[config.mk]
export PLATFORM = sky130hd
export DESIGN_NAME = modular_exponentiation_unit
export DESIGN_NICKNAME = d
export VERILOG_FILES = /design/src/rtl/mexp_pkg.sv /design/src/rtl/mexp_front.sv /design/src/rtl/mexp_back.sv /design/src/rtl/modular_exponentiation_unit.sv
export SDC_FILE = /design/constraint.sdc
export NUM_CORES = 1
export LEC_CHECK = 0
export BUFFER_PORTS_ARGS = -buffer_cell sky130_fd_sc_hd__clkbuf_2
export CORE_UTILIZATION = 53
export DETAILED_ROUTE_END_ITERATION = 8
export PLACE_DENSITY_LB_ADDON = 0.25
export SYNTH_ARGS = -nofsm -noshare
export SYNTH_HDL_FRONTEND = slang
export SYNTH_SLANG_ARGS = --single-unit
[constraint.sdc]
create_clock -name i_clk -period 16.8 [get_ports i_clk]
set_input_delay 0.84 -clock i_clk [delete_from_list [all_inputs] [get_ports i_clk]]
set_output_delay 0.84 -clock i_clk [all_outputs]
set_load 0.02 [all_outputs]
[src/rtl/mexp_pkg.sv]
package mexp_pkg;

    localparam int WIDTH = 32;

    typedef struct packed {
        logic [31:0] base_value;
        logic [31:0] exponent_value;
        logic [31:0] modulus_value;
    } t_mexp_in;

    typedef struct packed {
        logic [31:0] power_result;
        logic        bad_modulus;
    } t_mexp_out;

    // classified job handed from front to back
    typedef struct packed {
        logic [WIDTH-1:0] base;
        logic [WIDTH-1:0] expo;
        logic [WIDTH-1:0] modulus;
        logic             trivial;   // result known without iteration
        logic [WIDTH-1:0] trivial_val;
        logic             bad;
    } t_mexp_job;

    // (x + y) mod m for x, y < m
    function automatic logic [WIDTH-1:0] add_mod(input logic [WIDTH-1:0] x,
                                                 input logic [WIDTH-1:0] y,
                                                 input logic [WIDTH-1:0] m);
        logic [WIDTH:0] s;
        logic [WIDTH:0] d;
        s = {1'b0, x} + {1'b0, y};
        d = s - {1'b0, m};
        add_mod = (s >= {1'b0, m}) ? d[WIDTH-1:0] : s[WIDTH-1:0];
    endfunction

endpackage

[src/rtl/mexp_front.sv]
module mexp_front
    import mexp_pkg::*;
(
    input  logic      i_clk,
    input  logic      i_rst_n,
    input  logic      i_push,
    output logic      o_full,
    input  t_mexp_in  i_item,
    output logic      o_job_valid,
    input  logic      i_job_take,
    output t_mexp_job o_job
);
    // two-entry queue of classified jobs
    t_mexp_job r_q [2];
    logic      r_wp;
    logic      r_rp;
    logic [1:0] r_cnt;
    t_mexp_job n_job;
    logic      w_push;
    logic      w_pop;

    assign o_full      = (r_cnt == 2'd2);
    assign o_job_valid = (r_cnt != 2'd0);
    assign o_job       = r_q[r_rp];
    assign w_push      = i_push && !o_full;
    assign w_pop       = i_job_take && o_job_valid;

    always_comb begin
        n_job.base        = i_item.base_value[WIDTH-1:0];
        n_job.expo        = i_item.exponent_value[WIDTH-1:0];
        n_job.modulus     = i_item.modulus_value[WIDTH-1:0];
        n_job.bad         = (n_job.modulus == '0);
        n_job.trivial     = n_job.bad || (n_job.expo == '0) || (n_job.modulus == WIDTH'(1));
        if (n_job.bad) begin
            n_job.trivial_val = '0;
        end else if (n_job.expo == '0) begin
            n_job.trivial_val = WIDTH'(1);
        end else begin
            n_job.trivial_val = '0;
        end
    end

    always_ff @(posedge i_clk) begin
        if (w_push) begin
            r_q[r_wp] <= n_job;
        end
        if (!i_rst_n) begin
            r_wp  <= 1'b0;
            r_rp  <= 1'b0;
            r_cnt <= 2'd0;
        end else begin
            if (w_push) r_wp <= ~r_wp;
            if (w_pop)  r_rp <= ~r_rp;
            r_cnt <= r_cnt + {1'b0, w_push} - {1'b0, w_pop};
        end
    end
endmodule

[src/rtl/mexp_back.sv]
module mexp_back
    import mexp_pkg::*;
(
    input  logic      i_clk,
    input  logic      i_rst_n,
    input  logic      i_job_valid,
    output logic      o_job_take,
    input  t_mexp_job i_job,
    output logic      o_empty,
    input  logic      i_pop,
    output t_mexp_out o_res
);
    localparam int CW = $clog2(WIDTH + 1);
    localparam int IW = $clog2(WIDTH);

    typedef enum logic [2:0] {
        S_IDLE, S_REDUCE, S_MUL, S_STEP, S_OUT
    } t_state;

    t_state           r_state;
    logic [WIDTH-1:0] r_m;
    logic [WIDTH-1:0] r_e;
    logic [WIDTH-1:0] r_b;        // running square
    logic [WIDTH-1:0] r_acc;      // running result
    logic [WIDTH-1:0] r_pa;       // product accumulators
    logic [WIDTH-1:0] r_pb;
    logic [WIDTH-1:0] r_da;       // doubled addends
    logic [WIDTH-1:0] r_db;
    logic [WIDTH-1:0] r_mb;       // multiplier bits
    logic [CW-1:0]    r_cnt;
    logic [WIDTH:0]   r_rem;      // base reduction remainder
    logic             r_bad;
    logic             r_full;
    t_mexp_out        r_res;
    logic [WIDTH:0]   w_sh;
    logic             w_load;

    assign o_empty    = !r_full;
    assign o_res      = r_res;
    assign o_job_take = (r_state == S_IDLE) && i_job_valid;
    assign w_sh       = {r_rem[WIDTH-1:0], r_b[WIDTH-1]};
    // output register takes the finished beat once the waiting one leaves
    assign w_load     = (r_state == S_OUT) && (!r_full || i_pop);

    always_ff @(posedge i_clk) begin
        if (!i_rst_n) begin
            r_state <= S_IDLE;
            r_full  <= 1'b0;
        end else begin
            if (w_load)     r_full <= 1'b1;
            else if (i_pop) r_full <= 1'b0;
            case (r_state)
                S_IDLE: begin
                    if (i_job_valid) begin
                        r_m   <= i_job.modulus;
                        r_e   <= i_job.expo;
                        r_b   <= i_job.base;
                        r_acc <= i_job.trivial ? i_job.trivial_val : WIDTH'(1);
                        r_bad <= i_job.bad;
                        r_rem <= '0;
                        r_cnt <= '0;
                        r_state <= i_job.trivial ? S_OUT : S_REDUCE;
                    end
                end
                S_REDUCE: begin
                    // restoring division, one bit a cycle, keep remainder
                    r_b <= {r_b[WIDTH-2:0], 1'b0};
                    if (w_sh >= {1'b0, r_m}) r_rem <= w_sh - {1'b0, r_m};
                    else                     r_rem <= w_sh;
                    r_cnt <= r_cnt + CW'(1);
                    if (r_cnt == CW'(WIDTH - 1)) begin
                        r_state <= S_STEP;
                    end
                end
                S_STEP: begin
                    if (r_cnt == CW'(WIDTH)) begin
                        r_b <= r_rem[WIDTH-1:0];
                    end
                    if (r_e == '0) begin
                        r_state <= S_OUT;
                    end else begin
                        // acc*b and b*b together
                        r_pa  <= '0;
                        r_pb  <= '0;
                        r_da  <= (r_cnt == CW'(WIDTH)) ? r_rem[WIDTH-1:0] : r_b;
                        r_db  <= (r_cnt == CW'(WIDTH)) ? r_rem[WIDTH-1:0] : r_b;
                        r_mb  <= r_acc;
                        r_cnt <= '0;
                        r_state <= S_MUL;
                    end
                end
                S_MUL: begin
                    if (r_e[0] && r_mb[0]) r_pa <= add_mod(r_pa, r_da, r_m);
                    if (r_b[r_cnt[IW-1:0]]) r_pb <= add_mod(r_pb, r_db, r_m);
                    r_da  <= add_mod(r_da, r_da, r_m);
                    r_db  <= add_mod(r_db, r_db, r_m);
                    r_mb  <= r_mb >> 1;
                    if (r_cnt == CW'(WIDTH - 1)) begin
                        if (r_e[0]) begin
                            r_acc <= (r_mb[0]) ? add_mod(r_pa, r_da, r_m) : r_pa;
                        end
                        r_b <= r_b[r_cnt[IW-1:0]] ? add_mod(r_pb, r_db, r_m) : r_pb;
                        r_e <= r_e >> 1;
                        r_cnt <= CW'(WIDTH + 1);
                        r_state <= S_STEP;
                    end else begin
                        r_cnt <= r_cnt + CW'(1);
                    end
                end
                S_OUT: begin
                    if (w_load) begin
                        r_res.power_result <= 32'(r_acc);
                        r_res.bad_modulus  <= r_bad;
                        r_state <= S_IDLE;
                    end
                end
                default: r_state <= S_IDLE;
            endcase
        end
    end
endmodule

[src/rtl/modular_exponentiation_unit.sv]
// Run time grows with the bit length of the exponent: one multiply pass per exponent bit.
// Throughput: one item at a time in the back end; set by the bit-serial modular multiplier.
// Trivial cases (zero modulus, zero exponent, unit modulus) skip the reduction and multiply loops.
// A two-entry job queue accepts items while the back end works.
// Reset: synchronous active-low i_rst_n; clears queues and state, no clearing pass.
module modular_exponentiation_unit
    import mexp_pkg::*;
(
    input  logic      i_clk,
    input  logic      i_rst_n,
    input  logic      i_push,
    output logic      o_full,
    input  t_mexp_in  i_item,
    output logic      o_empty,
    input  logic      i_pop,
    output t_mexp_out o_result
);
    logic      w_jv;
    logic      w_jt;
    t_mexp_job w_job;

    mexp_front u_front (
        .i_clk(i_clk), .i_rst_n(i_rst_n), .i_push(i_push), .o_full(o_full),
        .i_item(i_item), .o_job_valid(w_jv), .i_job_take(w_jt), .o_job(w_job)
    );

    mexp_back u_back (
        .i_clk(i_clk), .i_rst_n(i_rst_n), .i_job_valid(w_jv), .o_job_take(w_jt),
        .i_job(w_job), .o_empty(o_empty), .i_pop(i_pop), .o_res(o_result)
    );

`ifndef NO_ASSERTIONS
    a_bad_zero: assert property (@(posedge i_clk) disable iff (!i_rst_n)
        (!o_empty && o_result.bad_modulus) |-> (o_result.power_result == 32'd0))
        else $error("bad modulus with nonzero result");
    a_hold: assert property (@(posedge i_clk) disable iff (!i_rst_n)
        (!o_empty && !i_pop) |=> (!o_empty && $stable(o_result)))
        else $error("result changed while waiting");
    a_take: assert property (@(posedge i_clk) disable iff (!i_rst_n)
        w_jt |-> w_jv)
        else $error("job taken from empty queue");
`endif
endmodule
==> impl_metrics.yaml <==
floorplan:
  num_rows: 95
  io_pins: 135
  floorplan.die_area_mm2: 0.0691
  start_util_pct: 53.6
  dieWidth_um: 263
  dieHeight_um: 263
  core_mm2: 0.0673
drt:
  routed_wl_mm: 96.9
  drtIter0Drc: 2819
  vias: 27664
  drtAntennaViolNets: 0
  drt_drc_violations_left: 0
  drt_first_pass_iters: 6
  vias_per_cell: 6.19
  wire_per_inst_um: 21.7
worst_setup_path:
  r2r_cells: 21
  path_class: "reg2reg"
  crit_required_ns: 17.15
  r2r_slack_ns: 10.35
  reg2reg_to: "u_back.r_acc[22]"
  critPathLaunch: "u_back.r_da[0]"
  cp-endpoint: "u_back.r_acc[22]"
  worstSetupStartpointType: "register"
  arrival_ns: 6.80
  worstSetupEndpointType: "register"
  reg2reg_from: "u_back.r_da[0]"
  critical_path_peak_fanout: 46
logic_synthesis:
  ys.flop_type: "edfxtp_1"
  post-synth-top-count-cell: "edfxtp_1"
  synth_area_mm2: 0.0361
  synth_edf_count: 558
  syn_avg_cell_area_um2: 10.4
  synthCells: 3473
  synth.top_cell.area_share_pct: 46.4
  syn_nets: 3808
  ys_ff_latch: 567
  yosysSeqAreaShare_pct: 46.9
  synth_common_cells: "edfxtp_1, nand2_1, a21oi_1"
  yosysWarningCount: 0
  synth_area_leaders: "edfxtp_1, ha_1, a21oi_1"
  yosysTopAreaCell: "edfxtp_1"
  yosysUniqueCellTypes: 93
  synth-async-reset-ratio_pct: 0
final_layout:
  drive_gt1_share_pct: 10.5
  final_cells: 4466
  regMostFlops: "u_front.r_q"
  largest_reg_flops: 198
  syn_to_final_growth_pct: 9.65
  nets: 3875
  seq_area_mm2: 0.0169
  final_area_mm2: 0.0396
  nFillCells: 5630
  multi_input_area_mm2: 0.0182
status:
  status: "finished clean"
placed_design:
  hpwl_mm: 71.7
  dp_cells: 4351
  gp_congestion: 0.984
  port_buffers: 134
  postPlaceCellArea_mm2: 0.0375
power_and_ir_drop:
  leakagePower_uw: 0.0150
  peakVddDrop_mv: 0.102
  p_per_area_mw_per_mm2: 137
  p_int_uw: 3420
  seq_power_share_pct: 37.2
  swShare_pct: 36.8
  power_switching_uw: 1990
  finalPower_uw: 5410
  clkPwrFrac_pct: 25.0
  combPwrFrac_pct: 37.7
timing:
  slew-limit-headroom_pct: 23.3
  fmax_mhz: 155
  skew_ns: 0.0501
  layout_min_cycle_time_ns: 6.45
  setup_viol_count_final: 0
  rsz0062_at_grt: "false"
  fin_crit_sh_pct: 38.4
  finalSetupTns_ns: 0
  worst_pin_slew_ns: 1.15
  report.final.slew_viol_count: 0
  hold_viol_final: 0
global_routing:
  grt_max_degree: 210
  grt_usage_pct: 27.6
  grt_pass1_wl_mm: 149
  grt_pass1_vias: 26345
  grt_antenna_before_repair: 3
  overflow: 0
clocking:
  cts.clk_slew.worst_paths_ns: 0.06
  ctsResizeCount: 0
  clock_path_buffers: 3
  clock_sinks: 567
  cts_tree: "done"
  cts_inserted_buffers: 60
  worst_skew_pair.late_latency_ns: 0.66
  cts_htree_levels: 2
  cts-hold-fix-buffers: 0
  clock-root-buffer: "clkbuf_16"
  post_cts_buffers: 0
worst_hold_path:
  min_path_type: "in2reg"
  min_from: "i_item[78]"
run:
  maxCapViolCount: 0
-- critical path: stages (launching register included) --
cell	delay (ns)
edfxtp_1	0.45
ha_1	0.28
fa_1	0.44
a211oi_1	0.25
o311ai_1	0.23
a2111oi_4	0.50
o31ai_1	0.16
a41o_1	0.29
a21o_1	0.18
a21oi_1	0.17
xnor2_1	0.17
ha_1	0.33
and3_1	0.19
and3_1	0.19
and3_1	0.15
a2111oi_0	0.68
nand3_1	0.24
a21oi_4	0.16
buf_4	0.48
mux2_1	0.40
mux2i_1	0.16
nor2_1	0.05
-- cell type report --
| type | count | area share [%] |
|---|---|---|
| Antenna cell | 4 | 0.0253 |
| Sequential cell | 567 | 42.8 |
| Clock inverter | 39 | 1.22 |
| Timing Repair Buffer | 162 | 2.29 |
| Tap cell | 873 | 2.76 |
| Clock buffer | 72 | 3.91 |
| Inverter | 96 | 0.911 |
| Multi-Input combinational cell | 2653 | 46.1 |
-- worst min path at each step --
stage / end / slack [ns] / cells past startpoint
finish: u_front.r_q[0][81] / 0.37 / 1
CTS: u_front.r_q[1][97] / 0.34 / 1
global placement: u_back.o_res[0] / 0.41 / 0
global route: u_front.r_q[1][95] / 0.35 / 1
detailed placement: u_back.o_res[0] / 0.40 / 0
floorplan: u_back.o_res[0] / 0.40 / 0
-- layout by cell type, fill, tap and decap left out, types with 27 or more instances in the layout --
| master | netlist | layout |
|---|---|---|
| nor4_1 | 37 | 35 |
| a211oi_1 | 49 | 48 |
| nor3_1 | 66 | 65 |
| nor2b_1 | 37 | 36 |
| a21oi_1 | 302 | 302 |
| a31oi_1 | 41 | 41 |
| o21a_1 | 47 | 46 |
| nand2b_1 | 57 | 57 |
| mux2_2 | 53 | 53 |
| mux2i_1 | 141 | 141 |
| and3_1 | 28 | 27 |
| inv_1 | 96 | 96 |
| nand2_1 | 324 | 324 |
| o21bai_1 | 29 | 29 |
| clkbuf_2 | 0 | 134 |
| o21ai_0 | 212 | 212 |
| nor2_1 | 286 | 284 |
| ha_1 | 228 | 228 |
| a21o_1 | 102 | 102 |
| xor2_1 | 73 | 73 |
| edfxtp_1 | 558 | 558 |
| nand3_1 | 68 | 68 |
| clkbuf_16 | 0 | 60 |
| xnor2_1 | 106 | 106 |
| a21boi_0 | 28 | 28 |
| and2_1 | 36 | 36 |
-- power groups by stage --
stage | Clock [uW] | Combinational (uW) | Sequential, uW
floorplan | 0 | 1520 | 1980
global placement | 0 | 1980 | 2030
detailed placement | 0 | 2000 | 2040
CTS | 1380 | 2010 | 2010
global route | 1430 | 2230 | 2040
finish | 1360 | 2040 | 2020
-- routing by layer --
layer	GRT usage (%)	routed length, um
met5	0	0
met4	10.4	3550
met3	3.76	7010
met2	44.0	44100
met1	38.3	42200
-- stage by stage --
step | utilization, % | hold WS, ns | setup slack [ns]
final | 58.8 | 0.369 | 10.35
after global routing | 58.8 | 0.346 | 9.93
after CTS | 58.8 | 0.340 | 10.41
after detailed placement | 55.8 | 0.405 | 10.44
after global placement | 55.8 | 0.407 | 10.61
after floorplan | - | 0.400 | 4.23
-- cells by family (layout without fill, tap and decap cells) --
group	count (synthesis)	after routing	synth area share, %
DFF	567	567	46.9
AOI/OAI and AO/OA	1012	1012	18.3
and+or+nand+nor	1022	1022	13.2
buffers and inverters	253	369	2.79
other	0	4	0
xor gates and xnor gates	179	179	4.34
adders and majority gates	235	235	8.29
muxes	205	205	6.22
(Power assumes the default switching activity.)
